`src/rtl/bdd_pkg.sv`:
```
// package: shared types and constants of the bundle decoupling deque
package bdd_pkg;

    // fixed field widths
    localparam int DATA_W   = 64;
    localparam int OCC_W    = 5;
    localparam int MARGIN_W = 5;
    localparam int OP_W     = 2;
    localparam int APB_AW   = 3;
    localparam int APB_DW   = 32;

    // operation codes
    localparam logic [OP_W-1:0] OP_PUSH_TAIL = 2'd0;
    localparam logic [OP_W-1:0] OP_PUSH_HEAD = 2'd1;
    localparam logic [OP_W-1:0] OP_POP_HEAD  = 2'd2;
    localparam logic [OP_W-1:0] OP_CLEAR     = 2'd3;

    // register map (word index)
    localparam logic REG_THRESHOLD_MARGIN = 1'b0;

    // reset value of the threshold margin
    localparam logic [MARGIN_W-1:0] MARGIN_RESET = 5'd2;

    // command transfer payload
    typedef struct packed {
        logic [OP_W-1:0]   operation;
        logic              bundle_valid;
        logic [DATA_W-1:0] bundle_data;
    } cmd_t;

    // result transfer payload
    typedef struct packed {
        logic              pop_valid;
        logic [DATA_W-1:0] pop_data;
        logic              push_rejected;
        logic [OCC_W-1:0]  occupancy;
        logic              is_empty;
        logic              is_full;
        logic              at_threshold;
    } result_t;

endpackage

```
`src/rtl/bundle_decoupling_deque_top.sv`:
```
// top level: ring-buffer deque for instruction bundles with apb threshold register
// A result is shown in the cycle after its command transfer.
// Throughput: one command per cycle; the slot memory has one write and one
// registered read port, and a pop reads the head entry at the command edge.
// busy stays low, the result receiver cannot stall and needs no buffering.
// Reset clears head pointer, count, result strobe, pop and reject flags, and sets margin (to 2); slot
// contents are not cleared and need no clearing pass.
module bundle_decoupling_deque_top #(
    parameter int SLOTS        = 16,
    parameter int BUNDLE_WIDTH = 64
) (
    input  logic                            clk,
    input  logic                            rst_n,
    // command side
    input  logic                            start,
    output logic                            busy,
    input  bdd_pkg::cmd_t                   command,
    // result side
    output logic                            done,
    output bdd_pkg::result_t                result,
    // configuration port
    input  logic                            psel,
    input  logic                            penable,
    input  logic                            pwrite,
    input  logic [bdd_pkg::APB_AW-1:0]      paddr,
    input  logic [bdd_pkg::APB_DW-1:0]      pwdata,
    output logic [bdd_pkg::APB_DW-1:0]      prdata,
    output logic                            pready
);

    localparam int PW = (SLOTS > 1) ? $clog2(SLOTS) : 1;
    localparam int CW = $clog2(SLOTS + 1);
    localparam int MW = bdd_pkg::MARGIN_W;
    localparam int OW = bdd_pkg::OCC_W;
    localparam int DW = bdd_pkg::DATA_W;
    localparam int SW = ((CW > MW) ? CW : MW) + 1;
    localparam int TW = CW + 1;

    // state
    logic [BUNDLE_WIDTH-1:0] slot_mem [SLOTS];
    logic [BUNDLE_WIDTH-1:0] rdata_reg;
    logic [PW-1:0]           head_reg, head_next;
    logic [CW-1:0]           count_reg, count_next;
    logic [MW-1:0]           margin_reg;
    logic                    done_reg;
    logic                    pop_valid_reg, pop_valid_next;
    logic                    rejected_reg, rejected_next;

    // memory access controls
    logic                    accept;
    logic                    wr_en;
    logic                    rd_en;
    logic [PW-1:0]           wr_addr;
    logic [TW-1:0]           tail_sum;
    logic [PW-1:0]           tail_idx;
    logic [PW-1:0]           head_dec;
    logic [PW-1:0]           head_inc;
    logic                    is_full_now;
    logic                    cfg_write;

    assign busy   = 1'b0;
    assign accept = start & ~busy;
    assign pready = 1'b1;

    // ring index arithmetic
    always_comb
    begin
        tail_sum = TW'(head_reg) + TW'(count_reg);
        if (tail_sum >= TW'(SLOTS))
        begin
            tail_sum = tail_sum - TW'(SLOTS);
        end
        tail_idx = tail_sum[PW-1:0];
        head_dec = (head_reg == '0) ? PW'(SLOTS - 1) : head_reg - PW'(1);
        head_inc = (head_reg == PW'(SLOTS - 1)) ? '0 : head_reg + PW'(1);
    end

    assign is_full_now = (count_reg == CW'(SLOTS));

    // command decode and next state
    always_comb
    begin
        head_next      = head_reg;
        count_next     = count_reg;
        pop_valid_next = 1'b0;
        rejected_next  = 1'b0;
        wr_en          = 1'b0;
        rd_en          = 1'b0;
        wr_addr        = tail_idx;
        if (accept)
        begin
            unique case (command.operation)
                bdd_pkg::OP_PUSH_TAIL:
                begin
                    if (command.bundle_valid)
                    begin
                        if (is_full_now)
                        begin
                            rejected_next = 1'b1;
                        end
                        else
                        begin
                            wr_en      = 1'b1;
                            wr_addr    = tail_idx;
                            count_next = count_reg + CW'(1);
                        end
                    end
                end
                bdd_pkg::OP_PUSH_HEAD:
                begin
                    if (command.bundle_valid)
                    begin
                        if (is_full_now)
                        begin
                            rejected_next = 1'b1;
                        end
                        else
                        begin
                            wr_en      = 1'b1;
                            wr_addr    = head_dec;
                            head_next  = head_dec;
                            count_next = count_reg + CW'(1);
                        end
                    end
                end
                bdd_pkg::OP_POP_HEAD:
                begin
                    if (count_reg != '0)
                    begin
                        rd_en          = 1'b1;
                        pop_valid_next = 1'b1;
                        head_next      = head_inc;
                        count_next     = count_reg - CW'(1);
                    end
                end
                bdd_pkg::OP_CLEAR:
                begin
                    head_next  = '0;
                    count_next = '0;
                end
            endcase
        end
    end

    // slot memory: one write port, one registered read port
    always_ff @(posedge clk)
    begin
        if (wr_en)
        begin
            slot_mem[wr_addr] <= command.bundle_data[BUNDLE_WIDTH-1:0];
        end
        if (rd_en)
        begin
            rdata_reg <= slot_mem[head_reg];
        end
    end

    // control registers
    always_ff @(posedge clk or negedge rst_n)
    begin
        if (!rst_n)
        begin
            head_reg      <= '0;
            count_reg     <= '0;
            done_reg      <= 1'b0;
            pop_valid_reg <= 1'b0;
            rejected_reg  <= 1'b0;
        end
        else
        begin
            head_reg      <= head_next;
            count_reg     <= count_next;
            done_reg      <= accept;
            pop_valid_reg <= pop_valid_next;
            rejected_reg  <= rejected_next;
        end
    end

    // configuration register transfer
    assign cfg_write = psel & penable & pwrite & pready;

    always_ff @(posedge clk or negedge rst_n)
    begin
        if (!rst_n)
        begin
            margin_reg <= bdd_pkg::MARGIN_RESET;
        end
        else if (cfg_write && (paddr[2] == bdd_pkg::REG_THRESHOLD_MARGIN))
        begin
            margin_reg <= pwdata[MW-1:0];
        end
    end

    // register read-back
    always_comb
    begin
        prdata = '0;
        if (paddr[2] == bdd_pkg::REG_THRESHOLD_MARGIN)
        begin
            prdata[MW-1:0] = margin_reg;
        end
    end

    // result assembly from registered state
    logic [DW-1:0] pop_data_ext;

    always_comb
    begin
        pop_data_ext = '0;
        if (pop_valid_reg)
        begin
            pop_data_ext[BUNDLE_WIDTH-1:0] = rdata_reg;
        end
        result.pop_valid     = pop_valid_reg;
        result.pop_data      = pop_data_ext;
        result.push_rejected = rejected_reg;
        result.occupancy     = OW'(count_reg);
        result.is_empty      = (count_reg == '0);
        result.is_full       = (count_reg == CW'(SLOTS));
        result.at_threshold  = (SW'(count_reg) + SW'(margin_reg)) >= SW'(SLOTS);
    end

    assign done = done_reg;

    // occupancy never exceeds the slot count
    assert property (@(posedge clk) disable iff (!rst_n)
        count_reg <= CW'(SLOTS))
        else $error("deque count above slot count");

    // a returned bundle lowers the count by one
    assert property (@(posedge clk) disable iff (!rst_n)
        pop_valid_reg |-> (count_reg + CW'(1)) == $past(count_reg))
        else $error("pop did not lower the count by one");

    // a rejected push leaves a full buffer untouched
    assert property (@(posedge clk) disable iff (!rst_n)
        rejected_reg |-> (count_reg == CW'(SLOTS)) && (head_reg == $past(head_reg)))
        else $error("rejected push changed the buffer");

    // every result strobe follows a command transfer
    assert property (@(posedge clk) disable iff (!rst_n)
        done_reg |-> $past(start))
        else $error("result strobe without command transfer");

endmodule

```
`config.mk`:
```
export PLATFORM = sky130hd
export DESIGN_NAME = bundle_decoupling_deque_top
export DESIGN_NICKNAME = d
export VERILOG_FILES = /design/src/rtl/bdd_pkg.sv /design/src/rtl/bundle_decoupling_deque_top.sv
export SDC_FILE = /design/constraint.sdc
export NUM_CORES = 1
export LEC_CHECK = 0
export BUFFER_PORTS_ARGS = -buffer_cell sky130_fd_sc_hd__buf_2
export CAP_MARGIN = 20
export CORE_AREA = 2 2 405 327
export CTS_CLUSTER_SIZE = 28
export DETAILED_ROUTE_END_ITERATION = 10
export DIE_AREA = 0 0 407 329
export PLACE_DENSITY = 0.55
export SLEW_MARGIN = 20
export SYNTH_ARGS = -nofsm -noshare
export SYNTH_HDL_FRONTEND = slang
export SYNTH_SLANG_ARGS = --single-unit
```
`constraint.sdc`:
```
create_clock -name clk -period 5.3 [get_ports clk]
set_input_delay 0.53 -clock clk [delete_from_list [all_inputs] [get_ports clk]]
set_output_delay 0.53 -clock clk [all_outputs]
set_load 0.02 [all_outputs]
```
# Word level (Yosys, flattened, before mapping)
# Memory sizes are Yosys's and may differ from the RTL's. A register that Yosys moved wholly into a read port is not among the register bits.
# Index checks and enable logic that the tools add are counted.
[word_totals] ff_bits=17 ram_bits=1024 in_bits=108 output_inout_bits=109 memories=1
[classes] add_sub_neg=7 order_cmp=2 n_eq_ne=10 mux=30 n_bitwise=3 reduce_logical=9
[memory_table] memory="slot_mem" depth=16 word_bits=64 read_ports=1 rd_ports_with_merged_regs=1 write_ports=1 line="bundle_decoupling_deque_top.sv:40" source="logic [BUNDLE_WIDTH-1:0] slot_mem [SLOTS];"
[op_table] op="2-to-1 mux 64 bit" n=1
[op_table] op="2-to-1 mux 4 bit" n=10
[op_table] op="2-to-1 mux 5 bit" n=4
[op_table] op="case mux 5 bit (3 select lines)" n=1
[op_table] op="2-to-1 mux 1 bit" n=13
[op_table] op="greater-or-equal comparator 6 x 5 -> 1 bit (second input constant)" n=2
[op_table] op="case mux 4 bit (3 select lines)" n=1
[op_table] op="!= test 2 bit (second input constant)" n=4
[op_table] op="subtractor 4 x 1 -> 4 bit (second input constant)" n=2
[op_table] op="adder 4 x 5 -> 6 bit" n=1
[op_table] op="adder 5 x 5 -> 6 bit" n=1
[op_table] op="adder 5 x 1 -> 5 bit (second input constant)" n=1
[op_table] op="equality test 5 bit (second input constant)" n=1
[op_table] op="logical NOT 5 bit" n=1
[op_table] op="AND reduction 5 bit" n=1
[op_table] op="nonzero test 5 bit" n=1
[op_table] op="subtractor 5 x 1 -> 5 bit (second input constant)" n=1
[op_table] op="adder 4 x 1 -> 4 bit (second input constant)" n=1
[op_table] op="equality test 2 bit (second input constant)" n=2
[op_table] op="equality test 4 bit (second input constant)" n=1
[op_table] op="logical NOT 4 bit" n=1
[op_table] op="AND reduction 4 bit" n=1
[op_table] op="nonzero test 3 bit" n=1
[op_table] op="AND 1 bit" n=2
[op_table] op="6 further kinds" n=6

# Logic depth before layout (Yosys ltp)
[logic_depth] ltp_word=7 mapped_depth=11 mapped_depth_nobuf=9

# Least setup slack after synthesis
# OpenSTA, ideal clock, no wires.
[synth_path] path_kind="register -> register" from="register head_reg[1]" to="memory slot_mem[12][0], enable pin" setup_time_ns=0.486 arrival_ns=5.011 slack_ns=-0.198 stages_incl_launch_ff=10 path_buffers=3 path_cell_list="dfrtp_1 > buf_2 > buf_2 > clkbuf_1 > inv_1 > fa_1 > nor2b_1 > a21oi_1 > a2111o_1 > nor2_1"
[synth_via] elab_chain_cells=7 elab_cells_between_ends=11 cone_classes="add/sub (3); order compare (1); mux (6); reduce/logical (1)"
[synth_rtl] element="start: declaration" line="bundle_decoupling_deque_top.sv:42" source="logic [PW-1:0] head_reg, head_next;"
[synth_rtl] element="start signal: assignment" line="bundle_decoupling_deque_top.sv:171" source="head_reg <= head_next;"
[synth_rtl] element="adder 4 x 5 -> 6 bit" line="bundle_decoupling_deque_top.sv:68" source="tail_sum = TW'(head_reg) + TW'(count_reg);"
[synth_rtl] element="greater-or-equal comparator 6 x 5 -> 1 bit / subtractor 4 x 1 -> 4 bit (equally long branches)" line="bundle_decoupling_deque_top.sv:69, bundle_decoupling_deque_top.sv:71"
[synth_rtl] element="2-to-1 mux 4 bit" line="bundle_decoupling_deque_top.sv:69" source="if (tail_sum >= TW'(SLOTS))"
[synth_rtl] element="2-to-1 mux 4 bit" line="bundle_decoupling_deque_top.sv:113" source="if (is_full_now)"
[synth_rtl] element="2-to-1 mux 4 bit" line="bundle_decoupling_deque_top.sv:111" source="if (command.bundle_valid)"
[synth_rtl] element="2-to-1 mux 4 bit"
[synth_rtl] element="2-to-1 mux 4 bit (*)" line="bundle_decoupling_deque_top.sv:90" source="if (accept)"
[synth_rtl] element="end: declaration" line="bundle_decoupling_deque_top.sv:40"
# Mark *: on every way between the ends. The rest lies on a longest branch, timed or not.

# Worst setup path after layout
[layout_path] from="register head_reg[0]" to="memory slot_mem[6][29], enable pin"
# The elaborated chain is that of the path after synthesis.

==> results.yml <==
worst_setup_path:
  slowest_stage: "dfrtp_4"
  critical_path.startpoint_type: "flop"
  timing.critical_path.required_ps: 5650
  end_kind: "flop"
  path_cells: "ha_1, inv_1, fa_1, xor2_1, a211oi_1, a41oi_1, nor2_4, buf_12"
  slowest_delay_ps: 970
  path_max_fanout: 45
  path_class: "flop to flop"
  reg2reg_depth: 8
  critPathArrivalTime_ps: 4280
final_layout:
  multi_input_area_um2: 8842
  nets: 2124
  fin_area_um2: 49050
  seqCellArea_um2: 33110
  final_cells: 3851
  largest_reg_flops: 1024
  fillers: 11600
  final_layout_size_suffix_gt1_share_pct: 33.64
  area_delta_synth_final_pct: 15.40
min_path:
  min_path_cells: 2
  hold_path_class: "input pin to flop"
detailed_routing:
  drt_iter0_markers: 1479
  drc: 0
  routed_wl_mm: 99.03
  vias: 18980
  ant_nets: 0
  drtPass1Iterations: 7
  wire_per_inst_um: 25.72
  routed_via_density: 4.928
yosys:
  syn-cell-area_um2: 42510
  async_flop_share_pct: 1.538
  synth_edf_count: 1088
  yosys_warnings: 0
  synth_common_cells: "1088 x edfxtp_1, 318 x mux4_2, 65 x and2_1"
  synth_area_leaders: "edfxtp_1 77%, mux4_2 17%, and2_1 0.96%"
  synth_most_common_cell: "edfxtp_1"
  synth_cell_types: 48
  synth_area_leader_cell: "edfxtp_1"
  synth_seq_cells: 1105
  synth_top_area_share_pct: 76.86
  ys_seq_area_share_pct: 77.86
  avgSynthCellArea_um2: 23.92
  syn_inst: 1777
  synth_ff_type: "edfxtp_1"
sta:
  period_share_pct: 74.24
  finalSetupViolCount: 0
  tightest_slew_ps: 1049
  hold_viol: 0
  fmax_mhz: 254.2
  fin_crit_ps: 3935
  max_slew_margin_pct: 30.04
  finClkSkew_ps: 30.65
  drv_slew: 0
  rsz0062_at_grt: "false"
clock_tree:
  clock_latency_ps: 700
  numCtsBuffers: 109
  clkSinkCount: 1105
  cts_resized: 0
  cts_setup_buffers: 0
  htreeDepth: 3
  clockBufferDepth: 3
  cts-root-buf: "clkbuf_16"
  clk_pin_slew_ps: 60
  cts_tree: "done"
  hold_buffers: 2
floorplanning:
  rows: 119
  coreArea_um2: 130300
  initial_utilization_pct: 32.63
  die-area_um2: 133900
  die_w_um: 407
  die_y_um: 329
  pin_count: 217
placement:
  port_buffers: 158
  hpwl_mm: 49.92
  dp_cells: 3643
  placed_area_um2: 45490
  gp_congestion: 0.7424
job:
  max-cap-violations: 0
global_routing:
  grt_pass1_vias: 20080
  grt_overflow: 0
  antenna_found_initial: 23
  grtUsageTotal_pct: 14.82
  grt_max_degree: 109
  grt_pass1_wl_mm: 143.1
outcome:
  status: "complete, no violations"
pwr:
  leakagePower_nw: 15.43
  peakVddDrop_v: 0.0003210
  p_per_area_nw_per_um2: 489.3
## area by class of cell
class | count | area share [%]
flip-flops and latches | 1105 | 67.50
multi-input cells | 569 | 18.03
clock buffers | 136 | 5.810
well taps | 1754 | 4.474
repair buffers | 206 | 2.688
clock inverters | 66 | 1.382
inverters | 11 | 0.09438
diodes | 4 | 0.02041
## worst max-delay path, delay by kind of cell, from the launching register on
kind	cells	cell delay, ps
buffers and inverters	2	440
xor gates and xnor gates	1	200
AOI/OAI and AO/OA	2	480
DFF	1	970
and+or+nand+nor	1	740
adders and majority gates	2	720
## cells by family (layout without fill, tap and decap cells)
family          count (synthesis)  in the layout  synth area share [%]
flops                        1105           1105                 77.86
mux                           328            328                 17.10
simple gates                  140            140                 1.796
buf+inv                       130            419                 1.872
compound gates                 52             52                0.7742
fa+ha+maj                      14             14                0.4474
xor+xnor                        6              6                0.1236
other cells                     2             33               0.01767
## per-layer routing
layer	up-vias	GRT usage, %	part of all wire, %
met5	-	0	0.087
met4	12	3.486	1.9
met3	168	2.787	5.2
met2	537	25.12	51
met1	10310	19.81	42
li1	7955	-	-
## worst paths after layout
kind,start,to,slack (ps)
worst max-delay path,head_reg[0],slot_mem[6][29],1370
worst min-delay path,pwdata[0],margin_reg[0],60
worst max register to register,head_reg[0],slot_mem[6][29],1370
worst min register to register,margin_reg[0],margin_reg[0],540
max in group asynchronous,rst_n,pop_valid_reg,4630
min in group asynchronous,rst_n,margin_reg[4],320
## power breakdown
| group | switching [W] | internal, W |
|---|---|---|
| Sequential | 0.000483 | 0.0103 |
| Combinational | 0.00273 | 0.00282 |
| Clock | 0.00327 | 0.00436 |
## stage by stage
| step | utilization [%] | power (W) | hold slack [ps] | TNS, ps | setup slack [ps] |
|---|---|---|---|---|---|
| finish | 37.65 | 0.02400 | 63.60 | 0 | 1365 |
| global route | 37.65 | 0.02503 | 29.12 | 0 | 1160 |
| CTS | 37.64 | 0.02438 | 8.912 | 0 | 1308 |
| detailed placement | 34.92 | 0.01672 | 491.0 | 0 | 1354 |
| global placement | 34.92 | 0.01664 | 479.3 | 0 | 1314 |
| floorplan | - | 0.01519 | 234.4 | -51360 | -197.6 |
## layout by cell type (no fill, tap or decap), types with 5 or more instances in the layout
cell and count:
edfxtp_1 1088, mux4_2 318, buf_2 158, clkbuf_16 110
and2_1 65, buf_4 33, conb_1 29, clkbuf_1 26
clkinv_1 26, nor2_4 17, nand2_1 16, a21oi_1 16
nor2_1 14, buf_12 13, ha_1 12, clkinv_2 12
dfrtp_1 12, bufinv_16 11, nor2b_1 9, o21ai_0 9
inv_1 8, mux2_2 7, clkinvlp_4 7, inv_6 5
nand2b_1 5
(Power assumes the default switching activity.)
